**config.mk**
```make
export PLATFORM = sky130hd
export DESIGN_NAME = fsrm_rate_calc
export DESIGN_NICKNAME = d
export VERILOG_FILES = /design/src/hdl/fsrm_pkg.sv /design/src/hdl/fsrm_rate_calc.sv
export SDC_FILE = /design/constraint.sdc
export NUM_CORES = 1
export LEC_CHECK = 0
export ABC_AREA = 1
export BUFFER_PORTS_ARGS = -buffer_cell sky130_fd_sc_hd__buf_4
export CAP_MARGIN = 40
export CORE_MARGIN = 3
export CORE_UTILIZATION = 53
export DETAILED_ROUTE_END_ITERATION = 7
export PLACE_DENSITY = 0.8
export SLEW_MARGIN = 5
export SYNTH_ARGS = -nofsm -noshare
export SYNTH_HDL_FRONTEND = slang
export SYNTH_SLANG_ARGS = --single-unit
```
**constraint.sdc**
```tcl
create_clock -name vclk -period 14.4
set_clock_uncertainty 0.15 [all_clocks]
set_input_delay 0.72 -clock vclk [all_inputs]
set_output_delay 0.72 -clock vclk [all_outputs]
set_load 0.005 [all_outputs]
```
**src/hdl/fsrm_pkg.sv**
```systemverilog
// Shared types and constants of the frame stall and rate monitor.
package fsrm_pkg;

    // Field widths of the stream channels and the configuration register.
    localparam int TIME_W    = 48;
    localparam int STALL_W   = 32;
    localparam int FRAMES_W  = 10;
    localparam int FPS_W     = 15;
    localparam int CFG_W     = 8;
    localparam int S_TDATA_W = 48;
    localparam int M_TDATA_W = 64;

    // Expected frame rate after reset.
    localparam logic [CFG_W-1:0] CFG_FPS_RESET = 8'd30;

    // Stall threshold numerator; gap > floor(N / fps) is the same as gap * fps > N.
    localparam int                   GAP_NARROW_W    = 11;
    localparam logic [GAP_NARROW_W+CFG_W-1:0] STALL_NUMERATOR = 19'd1500;

    // Rate output is the occupancy over five, in Q8.
    localparam int FPS_DIVISOR = 5;
    localparam int REM_IDX_W   = 3;
    localparam int FRAC_W      = 8;
    localparam logic [FRAC_W-1:0] FPS_FRAC [FPS_DIVISOR] = '{
        8'd0, 8'd51, 8'd102, 8'd153, 8'd204
    };

    // Kind of input transfer.
    typedef enum logic {
        OP_FRAME = 1'b0,
        OP_QUERY = 1'b1
    } opcode_t;

    // Operands of the shared adder and comparator.
    typedef struct packed {
        logic [TIME_W-1:0] a;
        logic [TIME_W-1:0] b;
        logic              carry_in;
        logic [TIME_W-1:0] bound;
    } alu_req_t;

    // Results of the shared adder and comparator.
    typedef struct packed {
        logic [TIME_W-1:0] sum;
        logic              sum_le_bound;
    } alu_rsp_t;

endpackage

```
**src/hdl/fsrm_rate_calc.sv**
```systemverilog
// Occupancy over five in Q8, by a reciprocal multiply with one correction step.
module fsrm_rate_calc
    import fsrm_pkg::*;
#(
    parameter int COUNT_W = 10
) (
    input  logic [COUNT_W-1:0] count,
    output logic [FPS_W-1:0]   fps_q8
);

    localparam int SHIFT  = COUNT_W + 3;
    localparam int PROD_W = COUNT_W + SHIFT;
    localparam logic [SHIFT-1:0] RECIP = SHIFT'((2 ** SHIFT) / FPS_DIVISOR);

    logic [PROD_W-1:0]       prod;
    logic [COUNT_W-1:0]      quot_est;
    logic [COUNT_W+2:0]      five_quot;
    logic [COUNT_W+2:0]      rem_wide;
    logic [3:0]              rem_est;
    logic                    fix;
    logic [COUNT_W-1:0]      quot;
    logic [3:0]              rem_fixed;
    logic [REM_IDX_W-1:0]    rem_idx;
    logic [COUNT_W+FRAC_W:0] fps_full;

    // The estimate is the true quotient or one less.
    assign prod      = PROD_W'(count) * PROD_W'(RECIP);
    assign quot_est  = prod[PROD_W-1:SHIFT];
    assign five_quot = {quot_est, 2'b00} + (COUNT_W+3)'(quot_est);
    assign rem_wide  = (COUNT_W+3)'(count) - five_quot;
    assign rem_est   = rem_wide[3:0];

    // Correct the estimate when the remainder reaches the divisor.
    assign fix       = (rem_est >= 4'(FPS_DIVISOR));
    assign quot      = quot_est + COUNT_W'(fix);
    assign rem_fixed = fix ? (rem_est - 4'(FPS_DIVISOR)) : rem_est;
    assign rem_idx   = rem_fixed[REM_IDX_W-1:0];

    // Whole part shifted into Q8 plus the fraction of the remainder.
    assign fps_full = {1'b0, quot, {FRAC_W{1'b0}}} + (COUNT_W+FRAC_W+1)'(FPS_FRAC[rem_idx]);
    assign fps_q8   = FPS_W'(fps_full);

endmodule

```
==> run_results.csv <==
group,metric,value,unit
logic_synthesis,synthesis.area,2470,µm²
critical_path,start_kind,"input port",
route,vias_per_cell,5.09,
grt,grt_overflow,0,
outcome,status,"finished clean",
layout,drive_gt1_share,22.8,%
logic_synthesis,syn-num-nets,403,
route,drt_first_pass_iters,4,
critical_path,cp_max_fo,6,
floorplanning,die_y,74.3,µm
route,wl_per_cell,12.2,µm
critical_path,max_stage_delay,0.53,ns
logic_synthesis,ys_warn_count,0,
floorplanning,initial_core_util,55.6,%
logic_synthesis,synth_cell_type_count,32,
logic_synthesis,synth.most_common_cell,"ha_1",
grt,track_usage,18.5,%
logic_synthesis,yosysTopAreaCellShare,34.9,%
sta,timing.fmax,0.132,GHz
sta,tightestPinTransition,0.317,ns
worst_hold_path,hold_class,"input port to output pin",
clock_network,cts_hold_buf,0,
floorplanning,die-area,5520,µm²
layout,diodes,0,
grt,grt_max_degree,8,
job,drv_cap,0,
route,ant_nets,0,
layout,synthToLayoutAreaGrowth,8.86,%
floorplanning,fp-row-count,24,
critical_path,worstSetupEndpointType,"output pin",
sta,finalMaxSlewViolations,0,
route,drc,0,
logic_synthesis,synthCells,304,
logic_synthesis,syn_avg_cell_area,8.13,µm²
sta,post-route-min-period,7.59,ns
placed_design,place_hpwl,4320,µm
sta,slew_headroom,78.8,%
logic_synthesis,synth_area_leaders,"ha_1 (35%), fa_1 (16%), inv_1 (9.6%), nand2_1 (6.7%), nand2_2 (3.8%)",
placed_design,io_buffers,25,
sta,tns,0,ns
critical_path,slowest_stage,"fa_1",
grt,antenna_found_initial,0,
clock_network,ctsResizeCount,0,
sta,hold_violations,0,
layout,fill_cells,389,
route,totalWireLength,4590,µm
sta,rsz0062_at_grt,"false",
layout,register_area,0,µm²
grt,grt_pass1_wl,8270,µm
layout,seq_cell_count,0,
critical_path,cp_data_arrival_time,6.72,ns
floorplanning,core,4440,µm²
placed_design,gp_congestion,0.877,
critical_path,worstSetupPathType,"input port to output pin",
floorplanning,die_w,74.3,µm
sta,setup_violations,0,
floorplanning,io_pins,25,
critical_path,cp.required,13.53,ns
grt,grt_pass1_vias,1960,
layout,clockBufferCount,0,
layout,nets,425,
logic_synthesis,yosysTopAreaCell,"ha_1",
logic_synthesis,synthTopCellsByCount,"ha_1 (69), inv_1 (63), nand2_1 (44)",
clock_network,post_cts_buffers,0,
route,dr.first_iter.drc_count,39,
sta,fin_crit_sh,52.7,%
worst_hold_path,hold_depth,6,
route,vias,1915,
logic_synthesis,yosysSeqAreaShare,0,%
area by class of cell:
type,count,area (µm²),area share (%)
Inverter,66,250,9.30
Multi-Input combinational cell,233,2190,81.3
Tap cell,52,65.1,2.42
Timing Repair Buffer,25,188,6.97
kinds of logic after synthesis:
group / Yosys count / synth area share [%]
buffers and inverters: 71 / 11.5
XOR/XNOR: 18 / 6.98
AND/OR/NAND/NOR: 105 / 24.4
adder cells (fa/ha/maj): 89 / 51.1
AO/OA/AOI/OAI: 21 / 5.97
through the flow:
step / setup slack [ns] / area (µm²) / std cells / hold WS [ns] / utilization, %
2_1_floorplan: 7.29 / 2470 / 304 / 1.72 / -
3_3_place_gp: 6.93 / 2690 / 376 / 2.06 / 60.6
3_5_place_dp: 6.78 / 2690 / 376 / 2.07 / 60.6
4_1_cts: 6.79 / 2690 / 376 / 2.08 / 60.6
5_1_grt: 6.40 / 2690 / 376 / 2.14 / 60.6
6_report: 6.81 / 2690 / 376 / 2.07 / 60.6
metal layers:
metal / GRT usage [%] / vias to the layer above / wire, µm
li1: - / 1004 / -
met2: 33.9 / 25 / 2300
met5: 0 / - / 0
met4: 2.17 / 0 / 57
met3: 0.541 / 6 / 97
met1: 25.1 / 880 / 2140
worst paths after layout:
check | start | to | slack, ns
setup / recovery | count[4] | fps_q8[13] | 6.81
hold / removal | count[2] | fps_q8[1] | 2.07
layout by cell type, fill, tap and decap left out, drive strengths merged:
master	count
ha	69
nand2	67
inv	66
buf	25
fa	20
nand3	17
a21oi	13
nor2	13
xor2	10
xnor2	8
o21ai	4
nor3	3
o21bai	2
or2	2
nand3b	2
a31oi	1
nand4	1
a21boi	1
worst max-delay path, delay by kind of cell:
family,cells,cell delay [ns]
AOI/OAI and AO/OA,4,0.55
buffers and inverters,8,0.65
adders and majority gates,10,3.61
and+or+nand+nor,8,0.94
xor gates and xnor gates,1,0.25
Power is left out: the tool's default activity adds up to more than one toggle a clock period on the data nets, which glitch-free logic cannot reach.
