[config.mk]
export PLATFORM = sky130hd
export DESIGN_NAME = fsrm_alu
export DESIGN_NICKNAME = d
export VERILOG_FILES = /design/src/hdl/fsrm_pkg.sv /design/src/hdl/fsrm_alu.sv
export SDC_FILE = /design/constraint.sdc
export NUM_CORES = 1
export LEC_CHECK = 0
export ABC_AREA = 0
export ABC_CLOCK_PERIOD_IN_PS = 7100
export BUFFER_PORTS_ARGS = -buffer_cell sky130_fd_sc_hd__buf_2
export CORE_MARGIN = 1.5
export CORE_UTILIZATION = 45
export DETAILED_ROUTE_END_ITERATION = 16
export GPL_TIMING_DRIVEN = 1
export PLACE_DENSITY = 0.84
export SETUP_SLACK_MARGIN = 0.3
export SLEW_MARGIN = 15
export SYNTH_ARGS = -nofsm -noshare
export SYNTH_HDL_FRONTEND = slang
export SYNTH_SLANG_ARGS = --single-unit
[constraint.sdc]
create_clock -name vclk -period 7.1
set_input_delay 1.42 -clock vclk [all_inputs]
set_output_delay 1.42 -clock vclk [all_outputs]
set_load 0.02 [all_outputs]
[src/hdl/fsrm_pkg.sv]
// Shared types and constants of the frame stall and rate monitor.
package fsrm_pkg;

    // Field widths of the stream channels and the configuration register.
    localparam int TIME_W    = 48;
    localparam int STALL_W   = 32;
    localparam int FRAMES_W  = 10;
    localparam int FPS_W     = 15;
    localparam int CFG_W     = 8;
    localparam int S_TDATA_W = 48;
    localparam int M_TDATA_W = 64;

    // Expected frame rate after reset.
    localparam logic [CFG_W-1:0] CFG_FPS_RESET = 8'd30;

    // Stall threshold numerator; gap > floor(N / fps) is the same as gap * fps > N.
    localparam int                   GAP_NARROW_W    = 11;
    localparam logic [GAP_NARROW_W+CFG_W-1:0] STALL_NUMERATOR = 19'd1500;

    // Rate output is the occupancy over five, in Q8.
    localparam int FPS_DIVISOR = 5;
    localparam int REM_IDX_W   = 3;
    localparam int FRAC_W      = 8;
    localparam logic [FRAC_W-1:0] FPS_FRAC [FPS_DIVISOR] = '{
        8'd0, 8'd51, 8'd102, 8'd153, 8'd204
    };

    // Kind of input transfer.
    typedef enum logic {
        OP_FRAME = 1'b0,
        OP_QUERY = 1'b1
    } opcode_t;

    // Operands of the shared adder and comparator.
    typedef struct packed {
        logic [TIME_W-1:0] a;
        logic [TIME_W-1:0] b;
        logic              carry_in;
        logic [TIME_W-1:0] bound;
    } alu_req_t;

    // Results of the shared adder and comparator.
    typedef struct packed {
        logic [TIME_W-1:0] sum;
        logic              sum_le_bound;
    } alu_rsp_t;

endpackage

[src/hdl/fsrm_alu.sv]
// Shared 49-bit adder with an unsigned compare of the full sum against a bound.
module fsrm_alu
    import fsrm_pkg::*;
(
    input  alu_req_t req,
    output alu_rsp_t rsp
);

    logic [TIME_W:0] sum_full;

    // The sum keeps its carry so that times near the top of the range never wrap.
    assign sum_full = {1'b0, req.a} + {1'b0, req.b} + {{TIME_W{1'b0}}, req.carry_in};

    assign rsp.sum          = sum_full[TIME_W-1:0];
    assign rsp.sum_le_bound = (sum_full <= {1'b0, req.bound});

endmodule

==> impl_metrics.py, run 1 <==
metrics = {
    "placed_design": {
        "place_hpwl_mm": 12.1,
        "portBuffers": 194,
        "routabilityCongestion": 0.978,
        "post-place-cells": 870,
    },
    "logic_synthesis": {
        "syn_area_per_cell_sq_um": 7.25,
        "yosys-top-cells-area": "ha_1 29%, a21oi_1 7.4%, a21o_1 6.3%, inv_1 6.0%, xnor2_1 5.2%",
        "ys_types": 59,
        "synth-seq-area-share_pct": 0,
        "syn_area_sq_um": 4080,
        "yosysTopAreaCellShare_pct": 29.1,
        "syn_nets": 805,
        "synth_warnings": 0,
        "synth_cells": 563,
        "synth_top_area_cell": "ha_1",
    },
    "sta": {
        "slew_headroom_pct": 69.7,
        "period_needed_ns": 7.14,
        "worst_slew_pin_slew_ns": 0.451,
        "grt_setup_unrepaired": "yes",
        "final-hold-violation-count": 0,
        "setup_ws_ns": -0.0358,
        "fmax_ghz": 0.140,
        "fin_setup_tns_ns": -0.0358,
        "holdWs_ns": 3.27,
        "post-route-period-util_pct": 101,
        "slew_violations": 0,
        "setup_violations": 1,
    },
    "die": {
        "fp.dieH_microns": 98.2,
        "fp.dieW_microns": 98.2,
        "core_area_sq_um": 8760,
        "start_util_pct": 46.6,
        "placementRows": 34,
        "pin_count": 194,
        "die_area_sq_um": 9650,
    },
    "final_layout": {
        "seq_cell_count": 0,
        "drive_gt1_share_pct": 34.6,
        "seq_area_sq_um": 0,
        "syn_to_final_growth_pct": 33.2,
        "num-nets-final": 1015,
        "instances_no_fill": 879,
        "diodes": 0,
        "n_clock_buffer": 0,
    },
    "pwr": {
        "p_sw_w": 0.000405,
        "comb_power_share_pct": 100.0,
        "p_leak_nw": 2.99,
        "intPower_w": 0.000293,
        "ir_worst_vdd_uv": 82.7,
        "switching_share_pct": 58.0,
        "p_clk_share_pct": 0,
        "power_frac_seq_pct": 0,
        "power_density_nw_per_um2": 128,
        "finalPower_w": 0.000698,
    },
    "worst_setup_path": {
        "crit_type": "in2out",
        "path_max_fanout": 2,
        "cp_data_required_time_ns": 5.68,
        "end_kind": "primary output",
        "crit_arrival_ns": 5.72,
        "startpoint_type": "input port",
    },
    "route": {
        "wire_per_inst_microns": 15.7,
        "num_vias": 5091,
        "dr.pass1.iters": 4,
        "drtIter0Drc": 212,
        "vias_per_cell": 5.79,
        "wl_mm": 13.8,
        "postRouteAntennaNets": 0,
        "drcViolationCount": 0,
    },
    "worst_hold_path": {
        "whs_path_depth": 3,
        "hp-start": "req[48]",
        "hold_end": "rsp[1]",
        "hold_class": "in2out",
    },
    "global_routing": {
        "grt_overflow": 0,
        "grt_max_degree": 12,
        "antenna_found_initial": 0,
        "grt_pass1_vias": 5027,
        "grt_pass1_wl_mm": 22.4,
        "track_usage_pct": 27.1,
    },
    "outcome": {
        "outcome": "finished, violations left",
        "violations": "negative setup slack",
    },
    "flow_run": {
        "max_cap_viol_count": 0,
    },
    "clocking": {
        "cts_hold_buf": 0,
    },
}
[metal layers]
metal	routed length (microns)	part of all wire, %	global-route usage [%]	vias to the layer above
met3	942	6.8	1.86	16
met2	6690	49	50.0	222
met1	5920	43	34.7	2360
li1	-	-	-	2493
met4	201	1.5	5.09	0
met5	0	0	0	-
[cell families after synthesis]
| logic type | Yosys count | share of synthesized area (%) |
|---|---|---|
| compound gates | 205 | 35.9 |
| xor+xnor | 39 | 8.37 |
| fa+ha+maj | 97 | 30.1 |
| buf+inv | 79 | 7.88 |
| simple gates | 143 | 17.7 |
[synth_stat cells, types with 3 or more instances]
cell      instances
a211oi_1          8
xor2_1           15
o31ai_1           3
and3_1            6
buf_6             3
nand4_1          17
o21a_1            4
inv_1            65
clkbuf_1          9
nor2b_1           7
a21oi_1          60
nor3_1            9
o21ai_0          31
o211ai_1          4
ha_1             95
nand3_1          15
a21o_1           34
a21oi_2           8
nor2_1           34
nand2_1          36
nand2b_1          8
and4_1            3
xnor2_1          24
o21bai_1         14
a31oi_1           6
[critical path, stage by stage]
cell,delay [ns]
buf_6,0.09
fa_2,0.40
fa_2,0.37
a211oi_2,0.22
o21bai_2,0.12
buf_4,0.15
a21oi_4,0.15
o21ai_2,0.09
a31o_4,0.26
a211oi_2,0.17
o21bai_1,0.11
a21oi_2,0.16
xnor2_2,0.14
ha_1,0.27
a21o_1,0.18
a21o_1,0.16
a21oi_1,0.12
o211ai_1,0.15
a221oi_2,0.31
o221a_2,0.25
o21ai_2,0.06
a211oi_2,0.20
buf_4,0.17
[repair_timing]
| item | in CTS | in global routing |
|---|---|---|
| pin swaps | 29 | 8 |
| setup buffers | 7 | 2 |
| resized for setup | 11 | 2 |
| setup endpoints to repair | 1 | 1 |
[worst max path at each step]
stage / startpoint / slack (ns) / endpoint / cells after the start
after CTS: req[48] / -0.06 / rsp[0] / 23
after global routing: req[48] / -0.22 / rsp[0] / 23
after global placement: req[97] / -0.08 / rsp[0] / 23
after floorplan: req[97] / 0.22 / rsp[0] / 19
final: req[48] / -0.04 / rsp[0] / 23
after detailed placement: req[97] / -0.20 / rsp[0] / 23
[stage by stage]
stage	utilization (%)	area [sq um]	worst slack [ns]
final	62.0	5440	-0.0358
after global routing	62.0	5440	-0.223
after CTS	61.8	5420	-0.0628
after detailed placement	60.5	5310	-0.200
after global placement	60.5	5310	-0.0845
after floorplan	-	4130	0.221
[area by class of cell]
cell class | count | area, sq um
fillers | 772 | 3330
repair buffers | 222 | 1190
well taps | 108 | 135
multi-input cells | 484 | 3870
inverters | 65 | 244
[placed cells by master, fill, tap and decap left out, types with 2 or more instances in the layout]
cell type,Yosys,layout
nand2_1,36,36
nor2_1,34,34
o21a_1,4,4
nand3_1,15,14
a211oi_1,8,5
o31ai_4,2,2
ha_1,95,94
o31ai_1,3,3
and3_1,6,6
buf_2,2,192
a21oi_2,8,9
inv_1,65,65
o21ai_2,0,2
o21bai_1,14,13
a211o_1,2,2
nand4_1,17,17
a211oi_2,2,5
xnor2_2,0,2
a2111oi_4,2,2
and4_1,3,3
o2111ai_1,2,2
a31oi_1,6,6
o21bai_2,1,2
a21o_1,34,34
nor2b_1,7,7
buf_4,0,29
o21ai_0,31,28
o211ai_1,4,4
a31oi_2,2,2
o21ai_1,1,2
fa_2,0,2
a21oi_1,60,58
nand2b_1,8,8
xor2_1,15,15
nor3_1,9,9
xnor2_1,24,22
[power by group through the flow]
stage	logic, W	clock network [W]	registers, W
finish	0.000698	0	0
CTS	0.000687	0	0
global route	0.000761	0	0
global placement	0.000647	0	0
detailed placement	0.000664	0	0
floorplan	0.000453	0	0
No activity file was read; power rests on OpenSTA's default activity.
==> inputs of run 2 (changes only) <==
- ABC_CLOCK_PERIOD_IN_PS: 7100 -> 5750
- GPL_ROUTABILITY_DRIVEN: default -> 0
- clock period: 7.1 -> 5.75 ns (I/O delays scaled with it)
==> impl_metrics.py, run 2 (synthesis results as in run 1) <==
metrics = {
    "die": {
        "core_area_sq_um": 8760,
        "fp.dieW_microns": 98.2,
        "pin_count": 194,
        "die_area_sq_um": 9650,
        "start_util_pct": 46.6,
        "fp.dieH_microns": 98.2,
        "placementRows": 34,
    },
    "worst_setup_path": {
        "startpoint_type": "input port",
        "path_max_fanout": 3,
        "end_kind": "primary output",
        "cp_data_required_time_ns": 4.60,
        "crit_type": "in2out",
        "crit_arrival_ns": 5.63,
    },
    "sta": {
        "fin_setup_tns_ns": -1.03,
        "final-hold-violation-count": 0,
        "setup_ws_ns": -1.03,
        "setup_violations": 1,
        "fmax_ghz": 0.148,
        "worst_slew_pin_slew_ns": 0.376,
        "grt_setup_unrepaired": "yes",
        "slew_headroom_pct": 74.3,
        "post-route-period-util_pct": 118,
        "period_needed_ns": 6.78,
        "slew_violations": 0,
        "holdWs_ns": 2.74,
    },
    "pwr": {
        "p_clk_share_pct": 0,
        "comb_power_share_pct": 100.0,
        "power_frac_seq_pct": 0,
        "p_sw_w": 0.000542,
        "switching_share_pct": 52.9,
        "ir_worst_vdd_uv": 112,
        "p_leak_nw": 3.53,
        "intPower_w": 0.000483,
        "power_density_nw_per_um2": 164,
    },
    "outcome": {
        "outcome": "finished, violations left",
        "violations": "negative setup slack",
    },
    "global_routing": {
        "grt_overflow": 0,
        "grt_pass1_vias": 5746,
        "track_usage_pct": 30.8,
        "grt_max_degree": 10,
        "grt_pass1_wl_mm": 25.5,
        "antenna_found_initial": 0,
    },
    "final_layout": {
        "mostFrequentLayoutCell": "buf_2",
        "num-nets-final": 1127,
        "diodes": 0,
        "drive_gt1_share_pct": 42.8,
        "n_clock_buffer": 0,
        "seq_area_sq_um": 0,
        "fill_cells": 676,
        "mostFrequentLayoutCells": "192 x buf_2, 140 x buf_4, 95 x ha_1",
        "syn_to_final_growth_pct": 53.4,
        "seq_cell_count": 0,
    },
    "flow_run": {
        "max_cap_viol_count": 0,
    },
    "route": {
        "num_vias": 5678,
        "wire_per_inst_microns": 15.6,
        "postRouteAntennaNets": 0,
        "wl_mm": 15.5,
        "vias_per_cell": 5.73,
        "drtIter0Drc": 277,
        "drcViolationCount": 0,
        "dr.pass1.iters": 5,
    },
    "clocking": {
        "cts_hold_buf": 0,
    },
    "placed_design": {
        "portBuffers": 194,
        "place_hpwl_mm": 13.6,
    },
    "worst_hold_path": {
        "hold_class": "in2out",
    },
}
run 2: cell types whose count changed in the layout (fill, tap and decap cells not counted), sizes merged:
| cell | delta |
|---|---|
| buf | +112 |
run 2: final timing paths:
kind                  startpoint  endpoint  slack, ns  depth (start not counted)
worst max-delay path     req[97]    rsp[0]      -1.03                         20
worst min-delay path     req[97]    rsp[1]       2.74                          3
run 2: timing repair:
| action | 4_1_cts | 5_1_grt |
|---|---|---|
| setup buffers | 1 | 0 |
| gates resized for setup | 5 | 6 |
| pin swaps | 8 | 2 |
| endpoints found under the setup margin | 1 | 1 |
run 2: worst max-delay path, stage by stage:
cell,delay (ns)
buf_6,0.10
fa_2,0.39
fa_2,0.37
a211oi_2,0.23
o21bai_2,0.12
a211oi_2,0.28
o221ai_2,0.17
a21o_1,0.21
o22a_4,0.20
buf_6,0.12
o21ai_4,0.22
o31ai_4,0.09
xnor2_2,0.16
ha_1,0.32
nand4_1,0.15
or4_4,0.56
nor2_1,0.18
nand4_1,0.16
a211oi_2,0.27
buf_4,0.18
run 2: routing by layer:
| layer | global-route usage [%] | vias up | wire, microns |
|---|---|---|---|
| met2 | 56.9 | 342 | 7520 |
| li1 | - | 2713 | - |
| met4 | 12.8 | 0 | 748 |
| met1 | 36.1 | 2552 | 6000 |
| met5 | 0 | - | 0 |
| met3 | 3.01 | 71 | 1200 |
run 2: final cells by class:
class	instances	area, sq um	share of cell area [%]
Inverter	65	244	3.90
Multi-Input combinational cell	484	3850	61.4
Tap cell	108	135	2.16
Timing Repair Buffer	334	2030	32.5
run 2: power by group through the flow:
stage,Sequential [W],Clock [W],Combinational (W)
after floorplan,0,0,0.000559
after CTS,0,0,0.00100
final,0,0,0.00103
after global placement,0,0,0.000948
after global routing,0,0,0.00111
after detailed placement,0,0,0.000989
run 2: stage by stage:
step	area, sq um	utilization [%]	std cells	setup WS (ns)	power [W]
2_1_floorplan	4130	-	563	-0.589	0.000559
3_3_place_gp	6210	70.8	990	-0.895	0.000948
3_5_place_dp	6210	70.8	990	-0.988	0.000989
4_1_cts	6230	71.1	991	-0.856	0.00100
5_1_grt	6260	71.4	991	-1.21	0.00111
6_report	6260	71.4	991	-1.03	0.00103
==> inputs of run 3 (changes only) <==
- CAP_MARGIN: default -> 20
- PLACE_DENSITY: 0.84 -> default
- PLACE_DENSITY_LB_ADDON: default -> 0.3
==> impl_metrics.py, run 3 (synthesis results as in run 1) <==
metrics = {
    "sta": {
        "period_needed_ns": 6.69,
        "setup_ws_ns": -0.939,
        "final-hold-violation-count": 0,
        "worst_slew_pin_slew_ns": 0.402,
        "grt_setup_unrepaired": "yes",
        "fmax_ghz": 0.149,
        "setup_violations": 1,
        "post-route-period-util_pct": 116,
        "slew_violations": 0,
        "slew_headroom_pct": 72.9,
    },
    "global_routing": {
        "grtUsageMet2_pct": 52.3,
        "met3_usage_pct": 2.58,
        "grt_max_degree": 10,
        "grt_pass1_vias": 5585,
        "grt_overflow": 0,
        "use_met1_pct": 33.8,
        "grt_pass1_wl_mm": 23.6,
        "track_usage_pct": 28.4,
        "antenna_found_initial": 1,
        "grt_most_used_layer": "met2",
    },
    "worst_setup_path": {
        "end_kind": "primary output",
        "crit_type": "in2out",
        "max_stage_delay_ns": 0.43,
        "cp_cell_sequence": "buf_6, fa_2, fa_2, a211oi_2, o21bai_2, a21oi_2, o21ai_2, a31o_4, a211oi_2, o21bai_1, a21oi_2, xnor2_2, ha_1, a21o_1, a21o_1, a21oi_2, o211ai_1, a221oi_2, o221a_2, o21ai_2, a211oi_2, buf_4",
        "slowest_stage": "fa_2",
        "crit_arrival_ns": 5.54,
        "cp_data_required_time_ns": 4.60,
        "startpoint_type": "input port",
        "path_max_fanout": 3,
    },
    "placed_design": {
        "dpl_worst_slack_ns": -1.07,
        "post-place-cells": 983,
        "place_hpwl_mm": 12.7,
        "dpl-instance-area_sq_um": 6150,
        "portBuffers": 194,
    },
    "die": {
        "placementRows": 34,
        "fp.dieH_microns": 98.2,
        "fp.dieW_microns": 98.2,
        "die_area_sq_um": 9650,
        "pin_count": 194,
        "core_area_sq_um": 8760,
        "start_util_pct": 46.6,
    },
    "outcome": {
        "violations": "negative setup slack",
        "outcome": "finished, violations left",
    },
    "final_layout": {
        "mostFrequentLayoutCell": "buf_2",
        "instances_no_fill": 987,
        "n_clock_buffer": 0,
        "fin_area_sq_um": 6260,
        "fill_cells": 712,
        "seq_cell_count": 0,
        "multi_input_area_sq_um": 3880,
        "syn_to_final_growth_pct": 53.5,
        "drive_gt1_share_pct": 42.9,
        "seq_area_sq_um": 0,
        "mostFrequentLayoutCells": "192 x buf_2, 134 x buf_4, 94 x ha_1",
        "num-nets-final": 1122,
    },
    "route": {
        "vias_per_cell": 5.61,
        "wl_mm": 14.3,
        "drtIter0Drc": 207,
        "dr.pass1.iters": 5,
        "drcViolationCount": 0,
        "num_vias": 5535,
        "postRouteAntennaNets": 0,
        "wire_per_inst_microns": 14.5,
    },
    "clocking": {
        "cts_hold_buf": 0,
    },
    "pwr": {
        "power_density_nw_per_um2": 158,
        "switching_share_pct": 53.1,
        "ir_worst_vdd_uv": 103,
        "p_clk_share_pct": 0,
        "p_leak_nw": 3.52,
        "p_sw_w": 0.000527,
        "power_frac_seq_pct": 0,
        "finalPower_w": 0.000992,
        "intPower_w": 0.000465,
        "comb_power_share_pct": 100.0,
    },
    "worst_hold_path": {
        "hold_class": "in2out",
    },
    "flow_run": {
        "max_cap_viol_count": 0,
    },
}
-- run 3: area by class of cell --
type / count / area share [%]
tap: 108 / 2.16
timing repair buffer: 329 / 31.9
antenna: 1 / 0.0399
multi-input combinational: 484 / 62.0
inverter: 65 / 3.89
-- run 3: through the flow --
step | TNS [ns] | util, % | hold WS [ns]
6_report | -0.939 | 71.5 | 2.73
5_1_grt | -1.14 | 71.5 | 2.74
4_1_cts | -0.862 | 71.2 | 2.73
3_5_place_dp | -1.07 | 70.2 | 2.74
3_3_place_gp | -0.902 | 70.2 | 2.74
2_1_floorplan | -0.589 | - | 2.56
-- run 3: routing by layer --
metal | part of all wire [%] | vias up | routed length, microns
met1 | 41 | 2522 | 5890
li1 | - | 2700 | -
met3 | 6.5 | 59 | 937
met4 | 4.5 | 0 | 642
met2 | 48 | 254 | 6850
met5 | 0 | - | 0
-- run 3: worst paths after layout --
| kind | to | start | slack (ns) | depth (start not counted) |
|---|---|---|---|---|
| worst max-delay path | rsp[0] | req[48] | -0.94 | 22 |
| worst min-delay path | rsp[1] | req[48] | 2.73 | 3 |
-- run 3: timing repair --
action	4_1_cts	5_1_grt
pin swaps	24	20
setup endpoints to repair	1	2
gates resized for setup	15	4
buffers inserted	2	1
-- run 3: power groups by stage --
stage	registers, W	clock network [W]	logic, W
after global placement	0	0	0.000922
after CTS	0	0	0.000975
after detailed placement	0	0	0.000951
after global routing	0	0.0000000000232	0.00108
after floorplan	0	0	0.000559
final	0	0.0000000000233	0.000992
-- run 3: worst max-delay path, delay by kind of cell --
kind	cells	cell delay, ns
xor+xnor	1	0.14
compound gates	16	2.88
fa+ha+maj	3	1.10
buf+inv	2	0.26
